`src/sv/grd_pkg.sv`:
```
// shared types, constants and helpers for the golomb-rice delta decoder
// no dependencies; every other file imports this package
package grd_pkg;

	localparam int MAX_REMAINDER_BITS = 32;
	localparam int ACC_W = MAX_REMAINDER_BITS;
	localparam int WID_W = 6;
	localparam int SUM_W = 64;
	localparam int COUNT_W = 32;
	localparam int BYTE_W = 8;
	localparam int LEFT_W = 4;
	localparam int QUEUE_DEPTH = 4;
	localparam int QPTR_W = $clog2(QUEUE_DEPTH);
	localparam int CFG_INDEX_W = 1;
	localparam int CFG_DATA_W = 32;
	localparam logic [WID_W-1:0] REMAINDER_BITS_RESET = WID_W'(19);

	typedef enum logic [1:0] {
		KIND_VALUE     = 2'd0,
		KIND_END_OK    = 2'd1,
		KIND_END_SHORT = 2'd2
	} kind_t;

	typedef enum logic [CFG_INDEX_W-1:0] {
		CFG_REMAINDER_BITS = 1'b0,
		CFG_ELEMENT_TOTAL  = 1'b1
	} cfg_reg_t;

	// one decoded code or end marker, front to back
	typedef struct packed {
		kind_t              kind;
		logic [SUM_W-1:0]   quot;
		logic [ACC_W-1:0]   acc;
		logic [WID_W-1:0]   rwidth;
		logic               run_last;
	} ev_t;

	// ones in the low n bit positions, n from 0 to 8
	function automatic logic [BYTE_W-1:0] lowmask(input logic [LEFT_W-1:0] n);
		logic [BYTE_W:0] t;
		t = ((BYTE_W+1)'(1) << n) - (BYTE_W+1)'(1);
		return t[BYTE_W-1:0];
	endfunction

	// position of the highest set bit, zero for an empty vector
	function automatic logic [2:0] hi_bit(input logic [BYTE_W-1:0] v);
		logic [2:0] p;
		p = '0;
		for (int i = 0; i < BYTE_W; i++) begin
			if (v[i]) p = 3'(i);
		end
		return p;
	endfunction

endpackage

```
`src/sv/grd_if.sv`:
```
// valid/ready channel interfaces for coded bytes in and decoded words out
// depends on grd_pkg
interface grd_in_if;
	logic                      valid;
	logic                      ready;
	logic [grd_pkg::BYTE_W-1:0] data_byte;
	logic                      last_byte;

	modport source(output valid, data_byte, last_byte, input ready);
	modport sink(input valid, data_byte, last_byte, output ready);
endinterface


```
`src/sv/grd_front.sv`:
```
// front end: byte register, bit parser and configuration registers
// depends on grd_pkg and grd_in_if; one word per cycle to a non-full queue
module grd_front import grd_pkg::*; (
	input  logic                   clk,
	input  logic                   arst_n,
	input  logic                   cfg_we,
	input  logic [CFG_INDEX_W-1:0] cfg_index,
	input  logic [CFG_DATA_W-1:0]  cfg_data,
	grd_in_if.sink                 coded,
	output logic                   push,
	output ev_t                    ev,
	input  logic                   q_not_full
);

	logic [WID_W-1:0]   rbits_q;
	logic [COUNT_W-1:0] total_q;

	logic               busy_q;
	logic [BYTE_W-1:0]  byte_q;
	logic               last_q;
	logic [LEFT_W-1:0]  left_q;

	logic               in_rem_q;
	logic [SUM_W-1:0]   quot_q;
	logic [ACC_W-1:0]   acc_q;
	logic [WID_W-1:0]   taken_q;
	logic [COUNT_W-1:0] dec_q;

	logic [WID_W-1:0]   w;
	logic               ign;
	logic [BYTE_W-1:0]  zeros_av;
	logic               has_zero;
	logic [2:0]         z;
	logic [LEFT_W-1:0]  ones_u;
	logic [LEFT_W-1:0]  q_add;
	logic [SUM_W-1:0]   q_run;
	logic [LEFT_W-1:0]  top;
	logic [ACC_W-1:0]   acc_base;
	logic [WID_W-1:0]   taken_base;
	logic [WID_W-1:0]   need;
	logic               rem_phase;
	logic               hit;
	logic [LEFT_W-1:0]  n;
	logic [LEFT_W-1:0]  lo;
	logic [BYTE_W-1:0]  field;
	logic [ACC_W-1:0]   acc_new;
	logic [WID_W-1:0]   taken_new;
	logic [BYTE_W-1:0]  tzeros;
	logic               t_has;
	logic [2:0]         tz;
	logic [LEFT_W-1:0]  t_ones;
	logic [BYTE_W-1:0]  t_acc;
	logic [LEFT_W-1:0]  w8;
	logic               more;
	logic               cnt_room;
	logic               finish;
	logic               step;

	assign w = (rbits_q > WID_W'(MAX_REMAINDER_BITS)) ? WID_W'(MAX_REMAINDER_BITS) : rbits_q;
	assign ign = (dec_q >= total_q);

	always_comb begin
		zeros_av   = ~byte_q & lowmask(left_q);
		has_zero   = |zeros_av;
		z          = hi_bit(zeros_av);
		ones_u     = left_q - LEFT_W'(1) - {1'b0, z};
		q_add      = has_zero ? ones_u : left_q;
		q_run      = in_rem_q ? quot_q : quot_q + SUM_W'(q_add);

		// remainder bits start below the terminating zero or at the next bit
		top        = in_rem_q ? left_q : {1'b0, z};
		acc_base   = in_rem_q ? acc_q : '0;
		taken_base = in_rem_q ? taken_q : '0;
		if (in_rem_q) begin
			need = (w > taken_q) ? (w - taken_q) : WID_W'(1);
		end else begin
			need = w;
		end
		rem_phase  = in_rem_q || has_zero;
		hit        = !ign && rem_phase && ({2'b00, top} >= need);
		n          = hit ? need[LEFT_W-1:0] : top;
		lo         = top - n;
		field      = (byte_q >> lo) & lowmask(n);
		acc_new    = (acc_base << n) | ACC_W'(field);
		taken_new  = taken_base + WID_W'(n);

		// what the bits below a finished code leave behind
		tzeros     = ~byte_q & lowmask(lo);
		t_has      = |tzeros;
		tz         = hi_bit(tzeros);
		t_ones     = lo - LEFT_W'(1) - {1'b0, tz};
		t_acc      = byte_q & lowmask({1'b0, tz});
		w8         = (w > WID_W'(BYTE_W)) ? LEFT_W'(BYTE_W) : w[LEFT_W-1:0];
		cnt_room   = ({1'b0, dec_q} + (COUNT_W+1)'(1)) < {1'b0, total_q};
		more       = cnt_room && |(tzeros & ~lowmask(w8));

		finish     = !hit || (!more && !last_q);
		push       = busy_q && (hit || last_q);
		step       = busy_q && (!push || q_not_full);

		ev.quot     = q_run;
		ev.acc      = acc_new;
		ev.rwidth   = w;
		if (hit) begin
			ev.kind     = KIND_VALUE;
			ev.run_last = !more && !last_q;
		end else begin
			ev.kind     = (dec_q < total_q) ? KIND_END_SHORT : KIND_END_OK;
			ev.run_last = 1'b1;
		end
	end

	assign coded.ready = !busy_q || (step && finish);

	always_ff @(posedge clk or negedge arst_n) begin
		if (!arst_n) begin
			rbits_q  <= REMAINDER_BITS_RESET;
			total_q  <= '0;
			busy_q   <= 1'b0;
			last_q   <= 1'b0;
			left_q   <= '0;
			in_rem_q <= 1'b0;
			quot_q   <= '0;
			acc_q    <= '0;
			taken_q  <= '0;
			dec_q    <= '0;
		end else begin
			if (cfg_we) begin
				unique case (cfg_index)
					CFG_REMAINDER_BITS: rbits_q <= cfg_data[WID_W-1:0];
					CFG_ELEMENT_TOTAL:  total_q <= cfg_data[COUNT_W-1:0];
					default: ;
				endcase
			end
			if (step) begin
				if (hit) begin
					dec_q <= dec_q + COUNT_W'(1);
					if (more || !cnt_room) begin
						in_rem_q <= 1'b0;
						quot_q   <= '0;
						acc_q    <= '0;
						taken_q  <= '0;
					end else if (t_has) begin
						in_rem_q <= 1'b1;
						quot_q   <= SUM_W'(t_ones);
						acc_q    <= ACC_W'(t_acc);
						taken_q  <= WID_W'(tz);
					end else begin
						in_rem_q <= 1'b0;
						quot_q   <= SUM_W'(lo);
						acc_q    <= '0;
						taken_q  <= '0;
					end
					left_q <= more ? lo : '0;
				end else begin
					if (!ign) begin
						if (rem_phase) begin
							in_rem_q <= 1'b1;
							acc_q    <= acc_new;
							taken_q  <= taken_new;
						end
						quot_q <= q_run;
					end
					left_q <= '0;
					// end of stream clears the decode state
					if (last_q) begin
						in_rem_q <= 1'b0;
						quot_q   <= '0;
						acc_q    <= '0;
						taken_q  <= '0;
						dec_q    <= '0;
					end
				end
			end
			if (coded.valid && coded.ready) begin
				busy_q <= 1'b1;
				last_q <= coded.last_byte;
				left_q <= LEFT_W'(BYTE_W);
			end else if (step && finish) begin
				busy_q <= 1'b0;
			end
		end
	end

	always_ff @(posedge clk) begin
		if (coded.valid && coded.ready) begin
			byte_q <= coded.data_byte;
		end
	end

	a_full_holds: assert property (@(posedge clk) disable iff (!arst_n)
		push && !q_not_full |=> busy_q && $stable(left_q) && $stable(dec_q))
		else $error("byte advanced while the queue was full");

	a_end_clears: assert property (@(posedge clk) disable iff (!arst_n)
		step && push && ev.kind != KIND_VALUE |=> dec_q == '0 && !in_rem_q && quot_q == '0)
		else $error("end word did not clear the decode state");

endmodule

```
`src/flat_wrapper.sv`:
```
// flat-port wrapper written by rule: the top's interface ports become plain ports
module grd_front_flat import grd_pkg::*;
  (clk, arst_n, cfg_we, cfg_index, cfg_data, push, ev, q_not_full, coded_valid, coded_data_byte, coded_last_byte, coded_ready);
  grd_in_if coded_i ();
  input  logic clk;
  input  logic arst_n;
  input  logic cfg_we;
  input  logic [CFG_INDEX_W-1:0] cfg_index;
  input  logic [CFG_DATA_W-1:0] cfg_data;
  output logic push;
  output ev_t ev;
  input  logic q_not_full;
  input wire logic [$bits(coded_i.valid)-1:0] coded_valid;
  input wire logic [$bits(coded_i.data_byte)-1:0] coded_data_byte;
  input wire logic [$bits(coded_i.last_byte)-1:0] coded_last_byte;
  output wire logic [$bits(coded_i.ready)-1:0] coded_ready;
  assign coded_i.valid = coded_valid;
  assign coded_i.data_byte = coded_data_byte;
  assign coded_i.last_byte = coded_last_byte;
  assign coded_ready = coded_i.ready;
  grd_front u_core (.clk(clk), .arst_n(arst_n), .cfg_we(cfg_we), .cfg_index(cfg_index), .cfg_data(cfg_data), .coded(coded_i), .push(push), .ev(ev), .q_not_full(q_not_full));
endmodule
```
`config.mk`:
```
export PLATFORM = sky130hd
export DESIGN_NAME = grd_front_flat
export DESIGN_NICKNAME = d
export VERILOG_FILES = /design/src/sv/grd_pkg.sv /design/src/sv/grd_if.sv /design/src/sv/grd_front.sv /design/src/flat_wrapper.sv
export SDC_FILE = /design/constraint.sdc
export NUM_CORES = 1
export LEC_CHECK = 0
export BUFFER_PORTS_ARGS = -buffer_cell sky130_fd_sc_hd__buf_2
export CORE_AREA = 2 2 171 207
export DETAILED_ROUTE_END_ITERATION = 8
export DIE_AREA = 0 0 173 209
export PLACE_DENSITY = 0.69
export SKIP_CTS_REPAIR_TIMING = 1
export SLEW_MARGIN = 10
export SYNTH_ARGS = -nofsm -noshare
export SYNTH_HDL_FRONTEND = slang
export SYNTH_SLANG_ARGS = --single-unit
```
`constraint.sdc`:
```
create_clock -name clk -period 13.8 [get_ports clk]
set_input_delay 2.76 -clock clk [delete_from_list [all_inputs] [get_ports clk]]
set_output_delay 2.76 -clock clk [all_outputs]
set_load 0.03 [all_outputs]
```
==> results_dict.tcl <==
set metrics [dict create \
    status "finished clean" \
    final_layout_size_suffix_gt1_share_pct 16.6 \
    synth_area_leaders "dfrtp_1 (29%), ha_1 (7.8%), nand2_1 (5.5%), o21ai_0 (4.5%), mux2_2 (4.1%)" \
    hp-class "register to register" \
    end_kind "output port" \
    place_congestion 0.954 \
    path_max_fanout 26 \
    start_util_pct 44.2 \
    worst-setup-path-type "register to output port" \
    synth_top_area_share_pct 29.0 \
    firstDrtPassIters 6 \
    yosysUniqueCellTypes 100 \
    cts_num_sinks 187 \
    antenna_found_initial 1 \
    ys_seq_area_share_pct 31.1 \
    drt-total-wl_mm 45.6 \
    vias 14000 \
    cts_root_buf "clkbuf_16" \
    final_nets 1999 \
    slowest_stage "a31oi_1" \
    dr.first_iter.drc_count 1084 \
    crit_arrival_ps 9530 \
    cts_buffers 17 \
    track_usage_pct 25.2 \
    relSlewSlack_pct 20.4 \
    die_y_microns 209 \
    hold_ws_ps 508 \
    yosysMostFrequentCell "nand2_1" \
    tightest_slew_ps 1190 \
    clock.fmax_ghz 0.0813 \
    io_buffers 153 \
    die_area_sq_um 36200 \
    clk-insertion-delay-late_ps 490 \
    antenna_left 0 \
    synth.cell_area_sq_um 15200 \
    report.final.setup_viol 0 \
    hpwlAfterDp_mm 33.6 \
    synth_edf_count 8 \
    ys_ff_latch 187 \
    htree_levels 4 \
    row_count 75 \
    use_met3_pct 3.73 \
    core_sq_um 34300 \
    grt-busiest-layer "met2" \
    path_clk_slew_ps 70 \
    ys_warn_count 0 \
    grt.met1_usage_pct 30.6 \
    tns_ps 0 \
    fin_skew_ps 15.5 \
    ioPinCount 154 \
    vias_per_cell 6.00 \
    syn-mean-instance-area_sq_um 8.59 \
    rsz0062_at_grt "no" \
    routedWlPerCell_microns 19.6 \
    finalCritPeriodShare_pct 89.1 \
    die_w_microns 173 \
    drc 0 \
    finalHoldViolCount 0 \
    syn_to_final_growth_pct 11.2 \
    cp.required_ps 11040 \
    max_cap_viol_count 0 \
    start_kind "register" \
    grt_max_degree 102 \
    cts_tree "built" \
    use_met2_pct 44.0 \
    synth_cells 1766 \
    grt_first_pass_wirelength_mm 73.0 \
    ys.flop_type "dfrtp_1" \
    synth_fp_nets 1914 \
    synth.largest_area_cell "dfrtp_1" \
    grt_pass1_vias 13600 \
    synth_common_cells "nand2_1 (221), dfrtp_1 (176), o21ai_0 (137), nor2_1 (97), ha_1 (95)" \
    grt_overflow_total 0 \
    async_flop_share_pct 95.7 \
    cts_buffer_depth 2 \
    slew_viol_final 0 \
    critPathMaxStageDelay_ps 880 \
    period_needed_ps 12290 \
]
flip-flops by register name (all words and copies together) (netlist names):
register	cells
u_core.acc_q	32
u_core.busy_q	1
u_core.byte_q	8
u_core.dec_q	32
u_core.in_rem_q	1
u_core.last_q	1
u_core.left_q	4
u_core.quot_q	64
u_core.rbits_q	6
u_core.taken_q	6
u_core.total_q	32
layout make-up:
type                       count  area (sq um)
fill                        3326         17500
clock buffer                  18           439
tap                          462           578
timing repair buffer         172           917
inverter                      81           312
antenna                        1          2.50
multi-input combinational   1392          9730
sequential                   187          4720
clock inverter                14           159
final timing paths:
check,start,to,cells past startpoint,slack [ps]
worst max-delay path,u_core.rbits_q[5],coded_ready,35,1510
worst min-delay path,u_core.total_q[26],u_core.total_q[26],1,510
worst max register to register,u_core.rbits_q[5],u_core.quot_q[1],37,3880
worst min register to register,u_core.total_q[26],u_core.total_q[26],1,510
max in group asynchronous,arst_n,u_core.total_q[28],3,9730
min in group asynchronous,arst_n,u_core.quot_q[17],1,2330
critical path, delay by kind of cell (launching register included):
kind / cells / cell delay [ps]
AOI/OAI and AO/OA: 13 / 3880
adders and majority gates: 5 / 1500
buffers and inverters: 7 / 1060
DFF: 1 / 590
and+or+nand+nor: 10 / 2020
placed cells by master (no fill, tap or decap), types with 7 or more instances in the layout:
cell | synthesis | routed
nand2_1 | 221 | 221
dfrtp_1 | 176 | 175
buf_2 | 20 | 152
o21ai_0 | 137 | 136
nor2_1 | 97 | 95
ha_1 | 95 | 95
nand3_1 | 90 | 90
a21oi_1 | 83 | 83
inv_1 | 75 | 75
xnor2_1 | 66 | 66
mux2_2 | 55 | 55
and3_1 | 40 | 40
xor2_1 | 39 | 39
a22o_1 | 38 | 38
mux2i_1 | 37 | 36
nand4_1 | 34 | 34
a21o_1 | 28 | 28
o31ai_1 | 26 | 26
o21a_1 | 22 | 22
nor3_1 | 21 | 21
and2_1 | 19 | 19
buf_4 | 4 | 19
clkbuf_16 | 0 | 17
a211oi_1 | 16 | 16
a31oi_1 | 16 | 16
o211ai_1 | 14 | 14
nor2b_1 | 12 | 12
mux4_2 | 12 | 12
o22ai_1 | 10 | 10
inv_6 | 1 | 10
nand2b_1 | 9 | 9
a22oi_1 | 8 | 8
edfxtp_1 | 8 | 8
o221ai_1 | 7 | 7
o21ai_1 | 8 | 7
metal layers:
layer	wire length (microns)	part of all wire, %
met4	1730	3.8
met1	18800	41
met5	0	0
met2	23100	51
met3	1960	4.3
kinds of logic after synthesis:
family | Yosys count | share of synthesized area, %
flops | 187 | 31.1
compound gates | 487 | 21.8
fa+ha+maj | 103 | 8.76
buf+inv | 187 | 4.94
mux | 105 | 8.38
xor+xnor | 105 | 6.06
simple gates | 592 | 18.9
metrics by stage:
step,setup slack [ps],area [sq um],utilization [%],instances
2_1_floorplan,3280,15200,-,1766
4_1_cts,1660,16900,49.1,2326
6_report,1510,16900,49.1,2327
5_1_grt,784,16900,49.1,2327
3_5_place_dp,2170,16300,47.3,2294
3_3_place_gp,2430,16300,47.3,2294
Power is not shown: default switching activity piles up to over one toggle a cycle in this logic, so the estimate is an artifact.
